## src/rtl/sdepq_pkg.sv

```systemverilog
`timescale 1ns / 1ps

package sdepq_pkg;

  localparam int CAPACITY = 16;
  localparam int IDX_W    = (CAPACITY > 1) ? $clog2(CAPACITY) : 1;
  localparam int CNT_W    = $clog2(CAPACITY + 1);

  typedef enum logic [2:0] {
    KIND_INSERT = 3'd0,
    KIND_REM_LO = 3'd1,
    KIND_REM_HI = 3'd2,
    KIND_RD_LO  = 3'd3,
    KIND_RD_HI  = 3'd4
  } kind_e;

  typedef enum logic [1:0] {
    ST_OK    = 2'd0,
    ST_EMPTY = 2'd1,
    ST_FULL  = 2'd2
  } status_e;

  // broadcast to every cell of the chain
  typedef struct packed {
    logic insert;      // place the new record, shift larger ones up
    logic shift_down;  // drop cell 0, every cell but the last takes its upper neighbor
  } cmd_t;

endpackage

```

## src/rtl/sdepq_cell.sv

```systemverilog
`timescale 1ns / 1ps

module sdepq_cell (
  input  logic               clk_i,
  input  sdepq_pkg::cmd_t    cmd_i,
  input  logic               occupied_i,
  input  logic signed [15:0] new_rank_i,
  input  logic        [15:0] new_id_i,
  input  logic               lower_after_i,
  input  logic signed [15:0] lower_rank_i,
  input  logic        [15:0] lower_id_i,
  input  logic signed [15:0] upper_rank_i,
  input  logic        [15:0] upper_id_i,
  output logic               after_o,
  output logic signed [15:0] rank_o,
  output logic        [15:0] id_o
);
  import sdepq_pkg::*;

  logic signed [15:0] rank_q, rank_d;
  logic        [15:0] id_q, id_d;

  // new record belongs at or below this cell
  assign after_o = !occupied_i || (rank_q > new_rank_i);

  always_comb begin
    rank_d = rank_q;
    id_d   = id_q;
    if (cmd_i.insert) begin
      if (after_o && !lower_after_i) begin
        rank_d = new_rank_i;
        id_d   = new_id_i;
      end else if (after_o) begin
        rank_d = lower_rank_i;
        id_d   = lower_id_i;
      end
    end else if (cmd_i.shift_down) begin
      rank_d = upper_rank_i;
      id_d   = upper_id_i;
    end
  end

  always_ff @(posedge clk_i) begin
    rank_q <= rank_d;
    id_q   <= id_d;
  end

  assign rank_o = rank_q;
  assign id_o   = id_q;

endmodule

```

## src/rtl/sorted_double_ended_priority_queue.sv

```systemverilog
`timescale 1ns / 1ps
// Channel | valid      | stall       | payload
// in      | in_valid_i | in_stall_o  | kind_i, rank_in_i, id_in_i
// out     | out_valid_o| out_stall_i | status_o, found_o, rank_out_o, id_out_o, fill_o
//
// One request per cycle while in_stall_o is low; its result is registered and shows in the cycle after the transfer.
// The cell chain compares all slots with the new rank and shifts in the same cycle.
// Reset empties the queue (count only; slot contents stay undefined) and the output register.
// in_stall_o is high only while a result waits and out_stall_i is high.

module sorted_double_ended_priority_queue (
  input  logic               clk_i,
  input  logic               rst_ni,
  input  logic               in_valid_i,
  output logic               in_stall_o,
  input  logic        [2:0]  kind_i,
  input  logic signed [15:0] rank_in_i,
  input  logic        [15:0] id_in_i,
  output logic               out_valid_o,
  input  logic               out_stall_i,
  output logic        [1:0]  status_o,
  output logic               found_o,
  output logic signed [15:0] rank_out_o,
  output logic        [15:0] id_out_o,
  output logic        [4:0]  fill_o
);
  import sdepq_pkg::*;

  logic [CNT_W-1:0] count_q, count_d, count_m1;
  logic             out_valid_q, out_valid_d;
  status_e          status_q, status_d;
  logic             found_q, found_d;
  logic signed [15:0] rank_q, rank_d;
  logic        [15:0] id_q, id_d;
  logic        [4:0]  fill_q, fill_d;

  logic               in_accept;
  cmd_t               cmd;
  logic [IDX_W-1:0]   top_idx;
  logic               empty, full;

  logic               cell_after [CAPACITY];
  logic signed [15:0] cell_rank  [CAPACITY];
  logic        [15:0] cell_id    [CAPACITY];

  assign in_stall_o = out_valid_q && out_stall_i;
  assign in_accept  = in_valid_i && !in_stall_o;

  assign empty    = (count_q == '0);
  assign full     = (count_q == CNT_W'(CAPACITY));
  assign count_m1 = count_q - CNT_W'(1);
  assign top_idx  = count_m1[IDX_W-1:0];

  for (genvar i = 0; i < CAPACITY; i++) begin : g_cell
    logic               lo_after;
    logic signed [15:0] lo_rank, up_rank;
    logic        [15:0] lo_id, up_id;

    if (i == 0) begin : g_first
      assign lo_after = 1'b0;
      assign lo_rank  = rank_in_i;
      assign lo_id    = id_in_i;
    end else begin : g_mid
      assign lo_after = cell_after[i-1];
      assign lo_rank  = cell_rank[i-1];
      assign lo_id    = cell_id[i-1];
    end

    if (i == CAPACITY - 1) begin : g_last
      assign up_rank = cell_rank[i];
      assign up_id   = cell_id[i];
    end else begin : g_notlast
      assign up_rank = cell_rank[i+1];
      assign up_id   = cell_id[i+1];
    end

    sdepq_cell u_cell (
      .clk_i        (clk_i),
      .cmd_i        (cmd),
      .occupied_i   (CNT_W'(i) < count_q),
      .new_rank_i   (rank_in_i),
      .new_id_i     (id_in_i),
      .lower_after_i(lo_after),
      .lower_rank_i (lo_rank),
      .lower_id_i   (lo_id),
      .upper_rank_i (up_rank),
      .upper_id_i   (up_id),
      .after_o      (cell_after[i]),
      .rank_o       (cell_rank[i]),
      .id_o         (cell_id[i])
    );
  end

  always_comb begin
    cmd      = '0;
    count_d  = count_q;
    status_d = ST_OK;
    found_d  = 1'b0;
    rank_d   = '0;
    id_d     = '0;
    if (in_accept) begin
      case (kind_e'(kind_i))
        KIND_INSERT: begin
          if (full) begin
            status_d = ST_FULL;
          end else begin
            cmd.insert = 1'b1;
            count_d    = count_q + CNT_W'(1);
          end
        end
        KIND_REM_LO: begin
          if (empty) begin
            status_d = ST_EMPTY;
          end else begin
            cmd.shift_down = 1'b1;
            count_d        = count_m1;
            found_d        = 1'b1;
            rank_d         = cell_rank[0];
            id_d           = cell_id[0];
          end
        end
        KIND_REM_HI: begin
          if (empty) begin
            status_d = ST_EMPTY;
          end else begin
            count_d = count_m1;
            found_d = 1'b1;
            rank_d  = cell_rank[top_idx];
            id_d    = cell_id[top_idx];
          end
        end
        KIND_RD_LO: begin
          if (empty) begin
            status_d = ST_EMPTY;
          end else begin
            found_d = 1'b1;
            rank_d  = cell_rank[0];
            id_d    = cell_id[0];
          end
        end
        KIND_RD_HI: begin
          if (empty) begin
            status_d = ST_EMPTY;
          end else begin
            found_d = 1'b1;
            rank_d  = cell_rank[top_idx];
            id_d    = cell_id[top_idx];
          end
        end
        default: begin
          status_d = ST_OK;
        end
      endcase
    end
    fill_d = 5'(count_d);
  end

  always_comb begin
    if (in_accept) begin
      out_valid_d = 1'b1;
    end else if (!out_stall_i) begin
      out_valid_d = 1'b0;
    end else begin
      out_valid_d = out_valid_q;
    end
  end

  always_ff @(posedge clk_i or negedge rst_ni) begin
    if (!rst_ni) begin
      count_q     <= '0;
      out_valid_q <= 1'b0;
    end else begin
      count_q     <= count_d;
      out_valid_q <= out_valid_d;
    end
  end

  always_ff @(posedge clk_i) begin
    if (in_accept) begin
      status_q <= status_d;
      found_q  <= found_d;
      rank_q   <= rank_d;
      id_q     <= id_d;
      fill_q   <= fill_d;
    end
  end

  assign out_valid_o = out_valid_q;
  assign status_o    = status_q;
  assign found_o     = found_q;
  assign rank_out_o  = rank_q;
  assign id_out_o    = id_q;
  assign fill_o      = fill_q;

`ifndef NO_ASSERTIONS
  a_full_drop: assert property (@(posedge clk_i) disable iff (!rst_ni)
    (in_accept && kind_i == KIND_INSERT && full) |=>
      (status_q == ST_FULL && !found_q && $stable(count_q)))
    else $error("insert into full queue not dropped");

  a_found_ok: assert property (@(posedge clk_i) disable iff (!rst_ni)
    (out_valid_q && found_q) |-> (status_q == ST_OK))
    else $error("record returned with error status");

  a_remove_count: assert property (@(posedge clk_i) disable iff (!rst_ni)
    (in_accept && (kind_i == KIND_REM_LO || kind_i == KIND_REM_HI) && !empty) |=>
      (count_q == $past(count_m1) && fill_q == 5'(count_q)))
    else $error("remove did not decrement fill");

  a_sorted_low: assert property (@(posedge clk_i) disable iff (!rst_ni)
    (count_q >= CNT_W'(2)) |-> (cell_rank[0] <= cell_rank[1]))
    else $error("lowest slots out of order");
`endif

endmodule

```

## config.mk

```make
export PLATFORM = sky130hd
export DESIGN_NAME = sorted_double_ended_priority_queue
export DESIGN_NICKNAME = d
export VERILOG_FILES = /design/src/rtl/sdepq_pkg.sv /design/src/rtl/sdepq_cell.sv /design/src/rtl/sorted_double_ended_priority_queue.sv
export SDC_FILE = /design/constraint.sdc
export NUM_CORES = 2
export LEC_CHECK = 0
export ABC_CLOCK_PERIOD_IN_PS = 6290
export BUFFER_PORTS_ARGS = -buffer_cell sky130_fd_sc_hd__buf_2
export CORE_MARGIN = 5
export CORE_UTILIZATION = 25
export DETAILED_ROUTE_END_ITERATION = 10
export GPL_TIMING_DRIVEN = 0
export SLEW_MARGIN = 20
export SYNTH_ARGS = -nofsm -noshare
export SYNTH_HDL_FRONTEND = slang
export SYNTH_HIERARCHICAL = 1
export SYNTH_SLANG_ARGS = --single-unit
```

## constraint.sdc

```tcl
create_clock -name clk_i -period 6.29 [get_ports clk_i]
set_input_delay 0 -clock clk_i [delete_from_list [all_inputs] [get_ports clk_i]]
set_output_delay 0 -clock clk_i [all_outputs]
set_load 0.05 [all_outputs]
```

==> results.sh <==
export IMPL_drive_gt1_share_pct=13.06
export IMPL_avgRoutedWirePerCell_um=23.74
export IMPL_dp_slack_ns=0.9206
export IMPL_grt_pass1_wl_um=241300
export IMPL_rsz0062_at_grt="false"
export IMPL_path_cells="buf_6 > clkbuf_2 > inv_1 > ha_1 > buf_2 > nor4b_2 > nor3b_2 > buf_6 > clkbuf_1 > nor3b_2 > buf_4 > mux2_2"
export IMPL_slew_headroom_pct=28.13
export IMPL_antenna_found_initial=4
export IMPL_peakVddDrop_mv=0.2192
export IMPL_yosysWarnings=6
export IMPL_core_mm2=0.1672
export IMPL_dp_hpwl_um=127900
export IMPL_first_pass_iters=7
export IMPL_fin_util_pct=28.60
export IMPL_fin_worst_skew_ns=0.03072
export IMPL_final_cell_mix="edfxtp_1 (552), nor2_1 (549), nand3_1 (465)"
export IMPL_cts_buffers=59
export IMPL_cpLargestDelayFamily="buffers and inverters"
export IMPL_via_per_inst=5.754
export IMPL_p_per_area_mw_per_mm2=354.2
export IMPL_total_power_uw=16940
export IMPL_clock_sinks=558
export IMPL_grt_overflow_total=0
export IMPL_drtAntennaViolNets=0
export IMPL_final_common_cell="edfxtp_1"
export IMPL_crit_buf_inv=7
export IMPL_hold_viol=0
export IMPL_gp_congestion=0.9608
export IMPL_worst_pin_slew_ns=1.067
export IMPL_slowest_delay_ns=0.80
export IMPL_cts_setup_buffers=0
export IMPL_status="finished clean"
export IMPL_cts_tree="done"
export IMPL_io_buffers=77
export IMPL_crit_fanout=32
export IMPL_n_fill_cell=17517
export IMPL_dpl_cell_area_mm2=0.04565
export IMPL_fin_ws_ns=0.5953
export IMPL_post_route_min_period_ns=5.695
export IMPL_cp_data_required_time_ns=6.56
export IMPL_grt_pass1_vias=37799
export IMPL_fp_row_count=150
export IMPL_max_freq_ghz=0.1756
export IMPL_synthToLayoutAreaGrowth_pct=13.80
export IMPL_ctsResizeCount=0
export IMPL_final_nets=5029
export IMPL_p_leak_uw=0.01785
export IMPL_fp_dieH_um=420.0
export IMPL_die_w_um=420.0
export IMPL_track_usage_pct=17.77
export IMPL_wl_um=165700
export IMPL_cap_viol_max_count=0
export IMPL_cts_buffer_depth=3
export IMPL_clkTransAtPathRegs_ns=0.06
export IMPL_final_cell_area_mm2=0.04782
export IMPL_cts_root_buf="clkbuf_16"
export IMPL_slew_violations=0
export IMPL_start_util_pct=25.13
export IMPL_syn_avg_cell_area_um2=9.242
export IMPL_grt_max_degree=47
export IMPL_drt_initial_drc_count=5673
export IMPL_hp_class="in -> reg"
export IMPL_clkLatencyLatePin_ns=0.67
export IMPL_critPathCaptureType="flop"
export IMPL_synth_cells=4547
export IMPL_h_tree_depth=2
export IMPL_design_die_area_mm2=0.1764
export IMPL_start_kind="flop"
export IMPL_period_share_pct=90.54
export IMPL_worstSetupPathType="reg -> reg"
export IMPL_crit_arrival_ns=5.97
export IMPL_hold_buffers=23
export IMPL_drc=0
export IMPL_io_pins=81
export IMPL_synth_cell_area_mm2=0.04202
export IMPL_slowest_stage="mux2_2"
export IMPL_setup_viol=0
export IMPL_vias=40176
-- routing by layer --
metal  up-vias  global-route usage [%]  share of wire, %
li1      17712                       -                 -
met1     19522                   23.22                40
met2      2467                   28.26                44
met5         -                       0             0.016
met3       471                   2.823               9.0
met4         4                   9.456               6.2
-- state kept, by name (all words and copies together), names as in the netlist --
| register | flops |
|---|---|
| count_q | 5 |
| fill_o | 5 |
| found_o | 1 |
| g_cell.u_cell/id_o | 256 |
| g_cell.u_cell/rank_o | 256 |
| id_out_o | 16 |
| out_valid_o | 1 |
| rank_out_o | 16 |
| status_o | 2 |
-- final timing paths --
path                                          start                           to  slack (ns)  depth (start not counted)
max                                      count_q[0]  g_cell[8].u_cell/rank_o[10]        0.60                         12
min                                   rank_in_i[14]  g_cell[0].u_cell/rank_o[14]        0.08                          3
max reg2reg                              count_q[0]  g_cell[8].u_cell/rank_o[10]        0.60                         12
min reg2reg                g_cell[9].u_cell/id_o[9]     g_cell[8].u_cell/id_o[9]        0.68                          2
max in group asynchronous                    rst_ni                   count_q[4]        5.78                          3
min in group asynchronous                    rst_ni                  out_valid_o        0.28                          3
-- tightest hold or removal path: stages --
cell	delay (ns)
buf_2	0.31
nand3_1	0.16
a31oi_1	0.09
-- report_power, final --
part	switching (uW)	internal, uW
Clock	1630	2060
Sequential	267	4450
Combinational	5690	2850
Total	7580	9360
-- through the flow --
step	hold WS, ns	TNS, ns	std cells
2_1_floorplan	-0.2956	0	4551
3_3_place_gp	-0.1707	-1644.47	6832
3_5_place_dp	-0.1608	0	6850
4_1_cts	0.04192	0	6980
5_1_grt	0.08416	0	6981
6_report	0.07563	0	6982
-- final cells by class --
| class | count | area [um^2] | area share, % |
|---|---|---|---|
| clock inverters | 26 | 299.0 | 0.6253 |
| flip-flops and latches | 558 | 16730 | 34.98 |
| well taps | 2204 | 2758 | 5.766 |
| inverters | 315 | 1182 | 2.472 |
| plain buffers | 368 | 1789 | 3.741 |
| clock buffers | 81 | 1632 | 3.412 |
| multi-input cells | 3310 | 22380 | 46.79 |
| diodes | 1 | 2.502 | 0.005233 |
| repair buffers | 119 | 1059 | 2.213 |
(Power assumes the default switching activity.)
